File: config.mk
export PLATFORM = sky130hd
export DESIGN_NAME = stepper_trapezoid_ramp_controller_unit
export DESIGN_NICKNAME = d
export VERILOG_FILES = /design/src/design/strc_pkg.sv /design/src/design/strc_divider.sv /design/src/design/strc_datapath.sv /design/src/design/strc_ctrl.sv /design/src/design/stepper_trapezoid_ramp_controller_unit.sv
export SDC_FILE = /design/constraint.sdc
export NUM_CORES = 2
export LEC_CHECK = 0
export BUFFER_PORTS_ARGS = -buffer_cell sky130_fd_sc_hd__buf_2
export CAP_MARGIN = 40
export CELL_PAD_IN_SITES_DETAIL_PLACEMENT = 1
export CELL_PAD_IN_SITES_GLOBAL_PLACEMENT = 2
export CORE_AREA = 2 2 417 419
export DETAILED_ROUTE_END_ITERATION = 7
export DIE_AREA = 0 0 419 421
export GPL_ROUTABILITY_DRIVEN = 0
export HOLD_SLACK_MARGIN = 0.06
export PLACE_DENSITY_LB_ADDON = 0.1
export SYNTH_ARGS = -nofsm -noshare
export SYNTH_HDL_FRONTEND = slang
export SYNTH_SLANG_ARGS = --single-unit
File: constraint.sdc
create_clock -name i_clk -period 37.7 [get_ports i_clk]
set_clock_uncertainty 0.2 [all_clocks]
set_input_delay 1.885 -clock i_clk [delete_from_list [all_inputs] [get_ports i_clk]]
set_output_delay 1.885 -clock i_clk [all_outputs]
set_load 0.02 [all_outputs]
File: src/design/strc_pkg.sv
// Package for the stepper ramp controller: widths, opcodes, modes, commands.
// Depends on nothing.
package strc_pkg;
    localparam int POSITION_WIDTH_DEF = 32;
    localparam int DELAY_WIDTH_DEF    = 20;
    localparam int RAMP_WIDTH_DEF     = 16;
    localparam int CFG_DATA_WIDTH     = 20;
    localparam int SPEED_WIDTH        = 21;
    localparam int STEPS_WIDTH        = 32;
    localparam int DIV_NUM_WIDTH      = 52;
    localparam int DIV_CNT_WIDTH      = 6;

    localparam logic [1:0] CFG_MIN_DELAY = 2'd0;
    localparam logic [1:0] CFG_MAX_DELAY = 2'd1;
    localparam logic [1:0] CFG_RAMP      = 2'd2;
    localparam logic [1:0] CFG_LIMITS    = 2'd3;

    localparam logic [2:0] OP_TICK   = 3'd0;
    localparam logic [2:0] OP_MOVE_R = 3'd1;
    localparam logic [2:0] OP_MOVE_A = 3'd2;
    localparam logic [2:0] OP_RUN    = 3'd3;
    localparam logic [2:0] OP_STOP   = 3'd4;
    localparam logic [2:0] OP_ZERO   = 3'd5;
    localparam logic [2:0] OP_ENABLE = 3'd6;

    localparam logic [1:0] MODE_IDLE  = 2'd0;
    localparam logic [1:0] MODE_ACCEL = 2'd1;
    localparam logic [1:0] MODE_RUN   = 2'd2;
    localparam logic [1:0] MODE_DECEL = 2'd3;

    // Commands from controller to datapath.
    typedef struct packed {
        logic load;      // latch the accepted item
        logic exec;      // apply item; for a tick, apply up to the period phase
        logic div_start; // start the shared divider
        logic finish;    // write the divider quotient back (run / ramp step)
        logic out_load;  // capture result into the output register
    } t_cmd;

    // Status from datapath to controller.
    typedef struct packed {
        logic need_div;  // the item needs a division
        logic div_done;
    } t_status;
endpackage

File: src/design/strc_divider.sv
// Restoring divider, one quotient bit per cycle.
// Depends on strc_pkg.
module strc_divider
    import strc_pkg::*;
(
    input  logic                     i_clk,
    input  logic                     i_rst_n,
    input  logic                     i_start,
    input  logic [DIV_NUM_WIDTH-1:0] i_num,
    input  logic [STEPS_WIDTH-1:0]   i_den,
    output logic                     o_done,
    output logic [DIV_NUM_WIDTH-1:0] o_quot
);
    logic [DIV_NUM_WIDTH-1:0] r_q, n_q;
    logic [STEPS_WIDTH:0]     r_rem, n_rem;
    logic [STEPS_WIDTH-1:0]   r_den;
    logic [DIV_CNT_WIDTH-1:0] r_cnt, n_cnt;
    logic                     r_busy, n_busy, r_done, n_done;
    logic [STEPS_WIDTH:0]     w_try;

    always_comb begin
        n_q = r_q; n_rem = r_rem; n_cnt = r_cnt; n_busy = r_busy; n_done = 1'b0;
        w_try = {r_rem[STEPS_WIDTH-1:0], r_q[DIV_NUM_WIDTH-1]};
        if (i_start) begin
            n_q = i_num; n_rem = '0; n_cnt = DIV_CNT_WIDTH'(DIV_NUM_WIDTH - 1);
            n_busy = 1'b1;
        end else if (r_busy) begin
            // shift one numerator bit in, subtract if it fits
            if (w_try >= {1'b0, r_den}) begin
                n_rem = w_try - {1'b0, r_den};
                n_q   = {r_q[DIV_NUM_WIDTH-2:0], 1'b1};
            end else begin
                n_rem = w_try;
                n_q   = {r_q[DIV_NUM_WIDTH-2:0], 1'b0};
            end
            n_cnt = r_cnt - 1'b1;
            if (r_cnt == '0) begin
                n_busy = 1'b0; n_done = 1'b1;
            end
        end
    end

    always_ff @(posedge i_clk) begin
        if (!i_rst_n) begin
            r_busy <= 1'b0; r_done <= 1'b0; r_cnt <= '0;
        end else begin
            r_busy <= n_busy; r_done <= n_done; r_cnt <= n_cnt;
        end
        r_q <= n_q; r_rem <= n_rem;
        if (i_start) r_den <= i_den;
    end

    assign o_done = r_done;
    assign o_quot = r_q;
endmodule

File: src/design/strc_datapath.sv
// Datapath: registers, motion state, position, ramp arithmetic and divider.
// Depends on strc_pkg and strc_divider.
module strc_datapath
    import strc_pkg::*;
#(
    parameter int POSITION_WIDTH = POSITION_WIDTH_DEF,
    parameter int DELAY_WIDTH    = DELAY_WIDTH_DEF,
    parameter int RAMP_WIDTH     = RAMP_WIDTH_DEF
) (
    input  logic                          i_clk,
    input  logic                          i_rst_n,
    input  t_cmd                          i_cmd,
    output t_status                       o_status,
    input  logic                          i_cfg_we,
    input  logic [1:0]                    i_cfg_idx,
    input  logic [CFG_DATA_WIDTH-1:0]     i_cfg_data,
    input  logic [2:0]                    i_opcode,
    input  logic [STEPS_WIDTH-1:0]        i_step_count,
    input  logic                          i_move_dir,
    input  logic [POSITION_WIDTH-1:0]     i_goal_position,
    input  logic signed [SPEED_WIDTH-1:0] i_speed_sps,
    input  logic                          i_flag,
    input  logic                          i_cw_limit_hit,
    input  logic                          i_ccw_limit_hit,
    output logic                          o_step_pin,
    output logic                          o_dir_pin,
    output logic                          o_enable_n,
    output logic [1:0]                    o_motion_state,
    output logic [POSITION_WIDTH-1:0]     o_position_now
);
    localparam int DW = DELAY_WIDTH;
    localparam int RW = RAMP_WIDTH;
    localparam int PW = POSITION_WIDTH;

    // configuration
    logic [DW-1:0] r_min, r_max;
    logic [RW-1:0] r_ramp;
    logic          r_lim_en;
    // latched item
    logic [2:0]              r_op;
    logic [STEPS_WIDTH-1:0]  r_steps;
    logic                    r_mdir, r_flag, r_cwl, r_ccwl;
    logic [PW-1:0]           r_goal;
    logic [SPEED_WIDTH-1:0]  r_speed;
    // motion state
    logic [1:0]    r_mode;
    logic          r_dir, r_pulse, r_off;
    logic [PW-1:0] r_pos, r_tgt;
    logic [DW-1:0] r_period;
    logic [31:0]   r_elapsed;
    logic [RW-1:0] r_rcnt;
    // pending ramp step, finished after the divide
    logic          r_pend, r_pend_sub, r_pend_clmin;
    logic [DW-1:0] r_pend_base;
    logic [DIV_NUM_WIDTH-1:0] r_num;
    logic [STEPS_WIDTH-1:0]   r_den;
    // result register
    logic          r_o_pulse, r_o_dir, r_o_off;
    logic [1:0]    r_o_mode;
    logic [PW-1:0] r_o_pos;

    logic          w_div_done;
    logic [DIV_NUM_WIDTH-1:0] w_quot;

    strc_divider u_div (
        .i_clk(i_clk), .i_rst_n(i_rst_n), .i_start(i_cmd.div_start),
        .i_num(r_num), .i_den(r_den), .o_done(w_div_done), .o_quot(w_quot)
    );

    // swapped-delay handling
    logic          w_ge;
    logic [DW-1:0] w_span;
    assign w_ge   = (r_max >= r_min);
    assign w_span = w_ge ? (r_max - r_min) : (r_min - r_max);

    logic [20:0] w_mag;
    assign w_mag = r_speed[20] ? (21'd0 - r_speed) : r_speed;

    // execution phase next-state
    logic [1:0]    n_mode;
    logic          n_dir, n_pulse, n_off, n_pend, n_pend_sub, n_pend_clmin;
    logic [PW-1:0] n_pos, n_tgt, w_rel;
    logic [DW-1:0] n_period, n_pend_base;
    logic [31:0]   n_elapsed;
    logic [RW-1:0] n_rcnt, w_rc1;
    logic [DIV_NUM_WIDTH-1:0] n_num;
    logic [STEPS_WIDTH-1:0]   n_den;
    logic [PW-1:0] w_pstep, w_remain;
    logic [PW:0]   w_ramp_x;
    logic [STEPS_WIDTH-1:0] w_msteps;
    logic          w_mdir;

    assign w_ramp_x = (PW+1)'(r_ramp);

    always_comb begin
        n_mode = r_mode; n_dir = r_dir; n_pulse = r_pulse; n_off = r_off;
        n_pos = r_pos; n_tgt = r_tgt; n_period = r_period; n_elapsed = r_elapsed;
        n_rcnt = r_rcnt; n_pend = 1'b0; n_pend_sub = r_pend_sub;
        n_pend_clmin = r_pend_clmin; n_pend_base = r_pend_base;
        n_num = r_num; n_den = r_den;
        w_msteps = r_steps; w_mdir = r_mdir; w_rel = '0;
        w_pstep = r_pos; w_remain = '0; w_rc1 = r_rcnt + 1'b1;
        unique case (r_op)
            OP_TICK: begin
                if (r_elapsed != 32'hFFFF_FFFF) n_elapsed = r_elapsed + 1'b1;
                if (r_mode != MODE_IDLE && n_elapsed >= 32'(r_period >> 1)) begin
                    if (r_lim_en && (r_dir ? r_ccwl : r_cwl)) begin
                        n_mode = MODE_IDLE;
                        if (r_dir) begin n_pos = '0; n_tgt = '0; end
                    end else begin
                        n_elapsed = '0;
                        if (!r_pulse) begin
                            n_pulse = 1'b1;
                        end else begin
                            n_pulse = 1'b0;
                            w_pstep = r_dir ? (r_pos - 1'b1) : (r_pos + 1'b1);
                            n_pos = w_pstep;
                            w_remain = r_dir ? (w_pstep - r_tgt) : (r_tgt - w_pstep);
                            if (r_dir ? (w_pstep <= r_tgt) : (w_pstep >= r_tgt)) begin
                                n_mode = MODE_IDLE;
                            end else if (r_mode == MODE_ACCEL) begin
                                n_rcnt = w_rc1;
                                if (w_rc1 < r_ramp) begin
                                    n_pend = 1'b1;
                                    n_pend_base = r_max; n_pend_sub = w_ge;
                                    n_pend_clmin = 1'b1;
                                    n_num = DIV_NUM_WIDTH'(w_span) * DIV_NUM_WIDTH'(w_rc1);
                                    n_den = STEPS_WIDTH'(r_ramp);
                                    if ((PW+1)'(w_remain) <= w_ramp_x) begin
                                        n_mode = MODE_DECEL; n_rcnt = '0;
                                    end
                                end else begin
                                    n_period = r_min; n_rcnt = '0;
                                    n_mode = ((PW+1)'(w_remain) <= w_ramp_x) ?
                                             MODE_DECEL : MODE_RUN;
                                end
                            end else if (r_mode == MODE_RUN) begin
                                n_period = r_min;
                                if ((PW+1)'(w_remain) <= w_ramp_x) n_mode = MODE_DECEL;
                            end else begin
                                if (w_remain != '0 && r_ramp != '0) begin
                                    n_pend = 1'b1;
                                    n_pend_base = r_min; n_pend_sub = !w_ge;
                                    n_pend_clmin = 1'b0;
                                    n_num = DIV_NUM_WIDTH'(w_span) *
                                        ((w_ramp_x > (PW+1)'(w_remain)) ?
                                         DIV_NUM_WIDTH'(w_ramp_x - (PW+1)'(w_remain)) :
                                         DIV_NUM_WIDTH'(0));
                                    n_den = STEPS_WIDTH'(r_ramp);
                                end else begin
                                    n_period = r_max;
                                end
                            end
                        end
                    end
                end
            end
            OP_MOVE_R, OP_MOVE_A: begin
                if (r_op == OP_MOVE_A) begin
                    if (r_goal > r_pos) begin
                        w_rel = r_goal - r_pos; w_mdir = 1'b0;
                    end else begin
                        w_rel = r_pos - r_goal; w_mdir = 1'b1;
                    end
                    w_msteps = STEPS_WIDTH'(w_rel);
                end
                n_dir = w_mdir;
                n_tgt = w_mdir ? (r_pos - PW'(w_msteps)) : (r_pos + PW'(w_msteps));
                n_period = r_max;
                n_mode = (r_ramp != '0 && {1'b0, w_msteps} > ({1'b0, 32'(r_ramp)} << 1))
                         ? MODE_ACCEL : MODE_RUN;
                n_rcnt = '0; n_pulse = 1'b0; n_off = 1'b0;
            end
            OP_RUN: begin
                if (r_speed == '0) begin
                    n_mode = MODE_IDLE; n_tgt = r_pos;
                end else begin
                    n_dir = r_speed[20];
                    n_tgt = r_speed[20] ? '0 : '1;
                    n_mode = MODE_RUN; n_pulse = 1'b0; n_off = 1'b0;
                    n_pend = 1'b1; n_pend_base = '0;
                    n_pend_sub = 1'b0; n_pend_clmin = 1'b0;
                    n_num = DIV_NUM_WIDTH'(1000000);
                    n_den = STEPS_WIDTH'(w_mag);
                end
            end
            OP_STOP: begin
                if (r_flag) begin
                    n_mode = MODE_IDLE; n_tgt = r_pos;
                end else if (r_mode != MODE_IDLE) begin
                    n_mode = MODE_DECEL;
                    n_tgt = r_dir ? (r_pos - PW'(r_ramp)) : (r_pos + PW'(r_ramp));
                end
            end
            OP_ZERO: begin n_pos = '0; n_tgt = '0; end
            OP_ENABLE: begin
                if (r_flag) n_off = 1'b0;
                else begin n_off = 1'b1; n_mode = MODE_IDLE; end
            end
            default: ;
        endcase
    end

    // finish a ramp or run step from the quotient
    logic [DIV_NUM_WIDTH:0] w_fin;
    logic [DW-1:0]          w_fin_p;
    always_comb begin
        if (r_op == OP_RUN) begin
            w_fin = {1'b0, w_quot};
        end else if (r_pend_sub) begin
            w_fin = (DIV_NUM_WIDTH+1)'(r_pend_base) - {1'b0, w_quot};
        end else begin
            w_fin = (DIV_NUM_WIDTH+1)'(r_pend_base) + {1'b0, w_quot};
        end
        w_fin_p = DW'(w_fin);
        if (r_op != OP_RUN) begin
            if (r_pend_clmin) begin
                if (w_fin[31:0] < 32'(r_min)) w_fin_p = r_min;
            end else begin
                if (w_fin[31:0] > 32'(r_max)) w_fin_p = r_max;
            end
        end
    end

    always_ff @(posedge i_clk) begin
        if (!i_rst_n) begin
            r_min <= DW'(500); r_max <= DW'(2000); r_ramp <= RW'(100); r_lim_en <= 1'b0;
            r_mode <= MODE_IDLE; r_dir <= 1'b0; r_pos <= '0; r_tgt <= '0;
            r_period <= DW'(1000); r_elapsed <= '0; r_pulse <= 1'b0;
            r_rcnt <= '0; r_off <= 1'b1; r_pend <= 1'b0;
        end else begin
            if (i_cfg_we) begin
                unique case (i_cfg_idx)
                    CFG_MIN_DELAY: r_min <= DW'(i_cfg_data);
                    CFG_MAX_DELAY: r_max <= DW'(i_cfg_data);
                    CFG_RAMP:      r_ramp <= RW'(i_cfg_data);
                    CFG_LIMITS:    r_lim_en <= i_cfg_data[0];
                    default: ;
                endcase
            end
            if (i_cmd.exec) begin
                r_mode <= n_mode; r_dir <= n_dir; r_pulse <= n_pulse; r_off <= n_off;
                r_pos <= n_pos; r_tgt <= n_tgt; r_period <= n_period;
                r_elapsed <= n_elapsed; r_rcnt <= n_rcnt; r_pend <= n_pend;
            end
            if (i_cmd.finish && r_pend) begin
                r_period <= w_fin_p; r_pend <= 1'b0;
            end
        end
        if (i_cmd.exec) begin
            r_pend_base <= n_pend_base; r_pend_sub <= n_pend_sub;
            r_pend_clmin <= n_pend_clmin; r_num <= n_num; r_den <= n_den;
        end
        if (i_cmd.load) begin
            r_op <= i_opcode; r_steps <= i_step_count; r_mdir <= i_move_dir;
            r_goal <= i_goal_position; r_speed <= i_speed_sps; r_flag <= i_flag;
            r_cwl <= i_cw_limit_hit; r_ccwl <= i_ccw_limit_hit;
        end
        if (i_cmd.out_load) begin
            r_o_pulse <= r_pulse; r_o_dir <= r_dir; r_o_off <= r_off;
            r_o_mode <= r_mode; r_o_pos <= r_pos;
        end
    end

    assign o_status.need_div = r_pend;
    assign o_status.div_done = w_div_done;
    assign o_step_pin     = r_o_pulse;
    assign o_dir_pin      = r_o_dir;
    assign o_enable_n     = r_o_off;
    assign o_motion_state = r_o_mode;
    assign o_position_now = r_o_pos;
endmodule

File: src/design/strc_ctrl.sv
// Controller state machine sequencing load, execute, divide and output.
// Depends on strc_pkg.
module strc_ctrl
    import strc_pkg::*;
(
    input  logic    i_clk,
    input  logic    i_rst_n,
    input  logic    i_in_valid,
    output logic    o_in_ready,
    output logic    o_out_valid,
    input  logic    i_out_ready,
    output t_cmd    o_cmd,
    input  t_status i_status
);
    typedef enum logic [5:0] {
        S_IDLE = 6'b000001, S_EXEC = 6'b000010, S_CHK  = 6'b000100,
        S_DIV  = 6'b001000, S_FIN  = 6'b010000, S_OUT  = 6'b100000
    } t_state;
    t_state r_state, n_state;
    logic   r_ovalid, n_ovalid;
    logic   w_take;

    // Accept a new item whenever idle; S_OUT waits for the output register.
    assign o_in_ready = (r_state == S_IDLE);
    assign w_take     = i_in_valid && o_in_ready;

    always_comb begin
        n_state = r_state;
        n_ovalid = r_ovalid && !i_out_ready;
        o_cmd = '0;
        unique case (r_state)
            S_IDLE: if (w_take) begin o_cmd.load = 1'b1; n_state = S_EXEC; end
            S_EXEC: begin o_cmd.exec = 1'b1; n_state = S_CHK; end
            S_CHK: begin
                if (i_status.need_div) begin
                    o_cmd.div_start = 1'b1; n_state = S_DIV;
                end else n_state = S_OUT;
            end
            S_DIV: if (i_status.div_done) n_state = S_FIN;
            S_FIN: begin o_cmd.finish = 1'b1; n_state = S_OUT; end
            S_OUT: begin
                // output register is free: item enters only when it is
                if (!r_ovalid || i_out_ready) begin
                    o_cmd.out_load = 1'b1; n_ovalid = 1'b1; n_state = S_IDLE;
                end
            end
            default: n_state = S_IDLE;
        endcase
    end

    always_ff @(posedge i_clk) begin
        if (!i_rst_n) begin
            r_state <= S_IDLE; r_ovalid <= 1'b0;
        end else begin
            r_state <= n_state; r_ovalid <= n_ovalid;
        end
    end
    assign o_out_valid = r_ovalid;
endmodule

File: src/design/stepper_trapezoid_ramp_controller_unit.sv
// Top level of the stepper trapezoid ramp controller.
// Depends on strc_pkg, strc_ctrl, strc_datapath.
//
//  channel | handshake              | payload
//  --------+------------------------+---------------------------------------
//  in      | i_in_valid/o_in_ready  | opcode, step_count, ..., limit levels
//  out     | o_out_valid/i_out_ready| step_pin, dir_pin, enable_n, state, pos
//  cfg     | i_cfg_we               | i_cfg_idx, i_cfg_data
//
// Steps: an item without a divide passes load, execute, check and output; a
// ramp or run step that divides also runs the 52-bit bit-serial divider.
// Reset: synchronous, active low; min/max delay, ramp and limit enable return to 500/2000/100/0.
// The output register holds a result while the next item is accepted;
// a stalled output holds the next result in the controller's output state.
module stepper_trapezoid_ramp_controller_unit
    import strc_pkg::*;
#(
    parameter int POSITION_WIDTH = POSITION_WIDTH_DEF,
    parameter int DELAY_WIDTH    = DELAY_WIDTH_DEF,
    parameter int RAMP_WIDTH     = RAMP_WIDTH_DEF
) (
    input  logic                          i_clk,
    input  logic                          i_rst_n,
    input  logic                          i_cfg_we,
    input  logic [1:0]                    i_cfg_idx,
    input  logic [CFG_DATA_WIDTH-1:0]     i_cfg_data,
    input  logic                          i_in_valid,
    output logic                          o_in_ready,
    input  logic [2:0]                    i_opcode,
    input  logic [STEPS_WIDTH-1:0]        i_step_count,
    input  logic                          i_move_dir,
    input  logic [POSITION_WIDTH-1:0]     i_goal_position,
    input  logic signed [SPEED_WIDTH-1:0] i_speed_sps,
    input  logic                          i_flag,
    input  logic                          i_cw_limit_hit,
    input  logic                          i_ccw_limit_hit,
    output logic                          o_out_valid,
    input  logic                          i_out_ready,
    output logic                          o_step_pin,
    output logic                          o_dir_pin,
    output logic                          o_enable_n,
    output logic [1:0]                    o_motion_state,
    output logic [POSITION_WIDTH-1:0]     o_position_now
);
    t_cmd    w_cmd;
    t_status w_status;

    strc_ctrl u_ctrl (
        .i_clk(i_clk), .i_rst_n(i_rst_n), .i_in_valid(i_in_valid),
        .o_in_ready(o_in_ready), .o_out_valid(o_out_valid),
        .i_out_ready(i_out_ready), .o_cmd(w_cmd), .i_status(w_status)
    );

    strc_datapath #(
        .POSITION_WIDTH(POSITION_WIDTH), .DELAY_WIDTH(DELAY_WIDTH),
        .RAMP_WIDTH(RAMP_WIDTH)
    ) u_dp (
        .i_clk(i_clk), .i_rst_n(i_rst_n), .i_cmd(w_cmd), .o_status(w_status),
        .i_cfg_we(i_cfg_we), .i_cfg_idx(i_cfg_idx), .i_cfg_data(i_cfg_data),
        .i_opcode(i_opcode), .i_step_count(i_step_count), .i_move_dir(i_move_dir),
        .i_goal_position(i_goal_position), .i_speed_sps(i_speed_sps),
        .i_flag(i_flag), .i_cw_limit_hit(i_cw_limit_hit),
        .i_ccw_limit_hit(i_ccw_limit_hit), .o_step_pin(o_step_pin),
        .o_dir_pin(o_dir_pin), .o_enable_n(o_enable_n),
        .o_motion_state(o_motion_state), .o_position_now(o_position_now)
    );
endmodule

==> impl_metrics.csv <==
group,metric,value,unit
run_status,status,"complete, no violations",
critical_path,cp_max_fo,62,
critical_path,crit_buf_inv,10,
finish,areaGrowthSynthToFinish,9.42,%
synth,synth_edf_count,297,
synth,synth_cells,8951,
place,placed_cells,11400,
synth,syn_avg_cell_area,8.42,µm²
cts,cts.sinks,538,
critical_path,cpLargestDelayFamily,"compound AO/OA/AOI/OAI gates",
grt,antenna_found_initial,10,
synth,synth_compound_area_share,15.2,%
synth,yosys.area_share.simple,16.5,%
hold_path,hold_end,"u_dp.u_div.r_den[15]$_DFFE_PP_",
power_and_ir_drop,p_leak,39.6,nW
grt,grt_max_degree,82,
place,numPortBuffers,157,
drt,routed_wl,277000,µm
timing,worstMarginPinSlew,0.915,ns
synth,synth_area_leader_cell,"fa_1",
hold_path,worstHoldPathCells,0,
cts,numCtsBuffers,68,
place,dpl.hpwl,219000,µm
floorplan,dieArea,0.176,mm²
floorplan,coreArea,0.172,mm²
timing,slew_violations,0,
floorplan,start_util,43.7,%
cts,clock_latency,0.71,ns
synth,syn_area,0.0754,mm²
critical_path,cp-start-kind,"flop",
grt,grt_pass1_wl,424000,µm
drt,drc,0,
synth,synthDistinctLibCells,99,
synth,synth_xor_area_share,4.97,%
cts,cts_resized,0,
floorplan,rows,153,
synth,yosysSeqAreaShare,18.2,%
timing,fmax,58.0,MHz
hold_path,hp-class,"flop to flop",
power_and_ir_drop,switching_share,48.9,%
critical_path,cp.required,37.94,ns
synth,synth_adder_area_share,34.4,%
power_and_ir_drop,seqPwrFrac,20.2,%
timing,hold_viol_final,0,
critical_path,max_stage_delay,0.75,ns
drt,vias_per_cell,5.67,
critical_path,r2r-end,"u_dp.r_num[48]$_SDFFCE_PP0P_",
critical_path,worstSetupPathType,"flop to flop",
drt,drtIter0Drc,4794,
drt,met1_length,122000,µm
synth,yosys_most_used_dff,"edfxtp_1",
critical_path,slowest_stage,"fa_1",
drt,avgRoutedWirePerCell,24.1,µm
synth,synth-seq-cells,538,
cts,clk_pin_slew,0.06,ns
finish,drive_above_1_share,6.65,%
drt,vias,65200,
power_and_ir_drop,p_clk_share,19.0,%
grt,grt_overflow,0,
job,drv.max_cap_violation_count,0,
drt,dr_wl_met2,129000,µm
drt,met3_length,14400,µm
grt,track_usage,31.5,%
power_and_ir_drop,powerDensity,44.9,mW/mm²
power_and_ir_drop,power.total,3.70,mW
timing,slew_headroom,38.7,%
cts,clockRootBuffer,"clkbuf_16",
cts,cts_post_setup_buffers_inserted,0,
cts,cts_hold_buffers,0,
floorplan,num_io_pins,158,
power_and_ir_drop,combPwrFrac,60.8,%
timing,rsz0062_at_grt,"no",
synth,synthMuxAreaShare,1.59,%
hold_path,min_from,"u_dp.r_den[15]$_DFFE_PP_",
floorplan,dieWidth,419,µm
drt,top_layer,"met5",
grt,grt_pass1_vias,69600,
power_and_ir_drop,ir_worst_vdd,0.0000743,V
floorplan,die_h,421,µm
cts,ctsLongestPathBuffers,3,
drt,ant_nets,0,
drt,first_pass_iters,5,
power_and_ir_drop,switchingPower,1.81,mW
synth,ys_async_sr_fraction,0,%
synth,synth_top_area_share,24.1,%
critical_path,reg2regPathDepth,55,
critical_path,cp.arrival,17.48,ns
cts,htreeDepth,3,
finish,layoutNonFillerInstCount,11500,
critical_path,endpoint_kind,"flop",
finish,fin_nets,10800,
timing,period_share,45.7,%
timing,setup_viol,0,
timing,tns,0,ns
power_and_ir_drop,internal-power,1.89,mW
synth,yosysWarnings,0,
timing,fin_crit,17.25,ns
cts,cts_tree,"built",
synth,synth_top_family_by_area,"adder cells",
critical_path,rr_startpoint,"u_dp.r_dir$_SDFFE_PN0P_",
critical_path,r2r_setup_slack,20.45,ns
synth,yosys-top-cells-area,"fa_1, edfxtp_1, ha_1, inv_1, dfxtp_1",
## synth_stat cells (all sizes together), types with 18 or more instances
master and instances:
nand2b 136, nand3 137, o31ai 39, o21bai 55, a211oi 73, o21ai 353, or2 34, nor2 711
a31oi 53, a21oi 592, edfxtp 297, ha 621, o211ai 77, xnor2 272, a221oi 29, and3 51
nor3 126, and2 44, buf 70, dfxtp 241, a21boi 29, and4 22, mux2 18, fa 908
o221ai 36, inv 1390, or3 76, nand3b 22, xor2 153, a22oi 33, nor4 29, mux2i 97
clkbuf 330, o21a 47, a211o 29, a21o 211, nand4 90, nand2 1144, nor2b 81
## worst max path at each step
| stage | depth (start not counted) | endpoint | from |
|---|---|---|---|
| 6_report | 55 | u_dp.r_num[48]$_SDFFCE_PP0P_ | u_dp.r_dir$_SDFFE_PN0P_ |
| 5_1_grt | 55 | u_dp.r_num[48]$_SDFFCE_PP0P_ | u_dp.r_dir$_SDFFE_PN0P_ |
| 4_1_cts | 55 | u_dp.r_num[48]$_SDFFCE_PP0P_ | u_dp.r_dir$_SDFFE_PN0P_ |
| 3_5_place_dp | 55 | u_dp.r_num[48]$_SDFFCE_PP0P_ | u_dp.r_dir$_SDFFE_PN0P_ |
| 3_3_place_gp | 55 | u_dp.r_num[48]$_SDFFCE_PP0P_ | u_dp.r_dir$_SDFFE_PN0P_ |
| 2_1_floorplan | 59 | u_dp.r_num[47]$_SDFFCE_PP0P_ | u_dp.r_dir$_SDFFE_PN0P_ |
## cell families (layout without fill, tap and decap cells)
kind of cell / after synthesis / count (layout)
buffers and inverters: 1793 / 1862
AO/OA/AOI/OAI: 1800 / 1800
other: 2 / 161
AND/OR/NAND/NOR: 2747 / 2747
XOR/XNOR: 426 / 426
multiplexers: 116 / 116
adder cells (fa/ha/maj): 1529 / 1529
flip-flops: 538 / 538
## placed cells by master (no fill, tap or decap), drive strengths merged, types with 137 or more instances in the layout
master	count
inv	1394
nand2	1144
fa	908
nor2	711
ha	621
a21oi	592
o21ai	353
buf	346
edfxtp	297
xnor2	272
dfxtp	241
a21o	211
conb	160
xor2	153
nand3	137
## power groups by stage
stage	Sequential (mW)	Combinational, mW	Clock, mW
2_1_floorplan	0.748	1.47	0
3_3_place_gp	0.758	2.17	0
3_5_place_dp	0.758	2.23	0
4_1_cts	0.746	2.24	0.720
5_1_grt	0.751	2.48	0.738
6_report	0.746	2.25	0.704
## registers in the layout (all words and copies together), names as in the netlist, 2 cells and up
signal,count
u_dp.r_tgt,32
u_dp.r_speed,21
u_dp.r_op,3
u_dp.r_pos,32
u_dp.r_ramp,16
u_dp.r_period,19
u_dp.r_max,20
u_dp.r_rcnt,16
u_ctrl.r_state,6
u_dp.r_mode,2
u_dp.r_elapsed,32
u_dp.u_div.r_den,21
u_dp.r_den,21
u_dp.r_steps,32
u_dp.u_div.r_rem,32
u_dp.u_div.o_quot,52
u_dp.o_motion_state,2
u_dp.u_div.r_cnt,6
u_dp.r_pend_base,20
u_dp.r_num,52
u_dp.r_goal,32
u_dp.o_position_now,32
u_dp.r_min,20
## layout make-up
class,count,area [µm²]
multi-input cells,6778,55800
inverters,1393,5240
clock inverters,39,474
well taps,2325,2910
diodes,1,2.50
fillers,20600,90000
repair buffers,346,2370
clock buffers,84,1900
flip-flops and latches,538,13700
## per-layer routing
| layer | global-route usage, % | up-vias |
|---|---|---|
| met1 | 42.9 | 33300 |
| met2 | 51.6 | 1742 |
| met4 | 11.3 | 2 |
| met5 | 0 | - |
| li1 | - | 29700 |
| met3 | 3.64 | 471 |
## worst register-to-register path, delay by kind of cell, from the launching register on
| family | cells | cell delay (ns) |
|---|---|---|
| buffers and inverters | 10 | 2.69 |
| AO/OA/AOI/OAI | 25 | 5.76 |
| AND/OR/NAND/NOR | 8 | 2.48 |
| adder cells (fa/ha/maj) | 10 | 5.06 |
| flip-flops | 1 | 0.39 |
| XOR/XNOR | 2 | 0.39 |
## through the flow
stage / instance area [µm²] / setup WS (ns) / hold WS (ns) / utilization, %
2_1_floorplan: 76000 / 23.47 / 0.200 / -
3_3_place_gp: 79800 / 20.81 / 0.202 / 46.2
3_5_place_dp: 80100 / 20.54 / 0.206 / 46.4
4_1_cts: 82400 / 20.45 / 0.221 / 47.8
5_1_grt: 82500 / 19.63 / 0.223 / 47.8
6_report: 82500 / 20.45 / 0.220 / 47.8
Note: power is estimated with default switching activity, not from simulation.
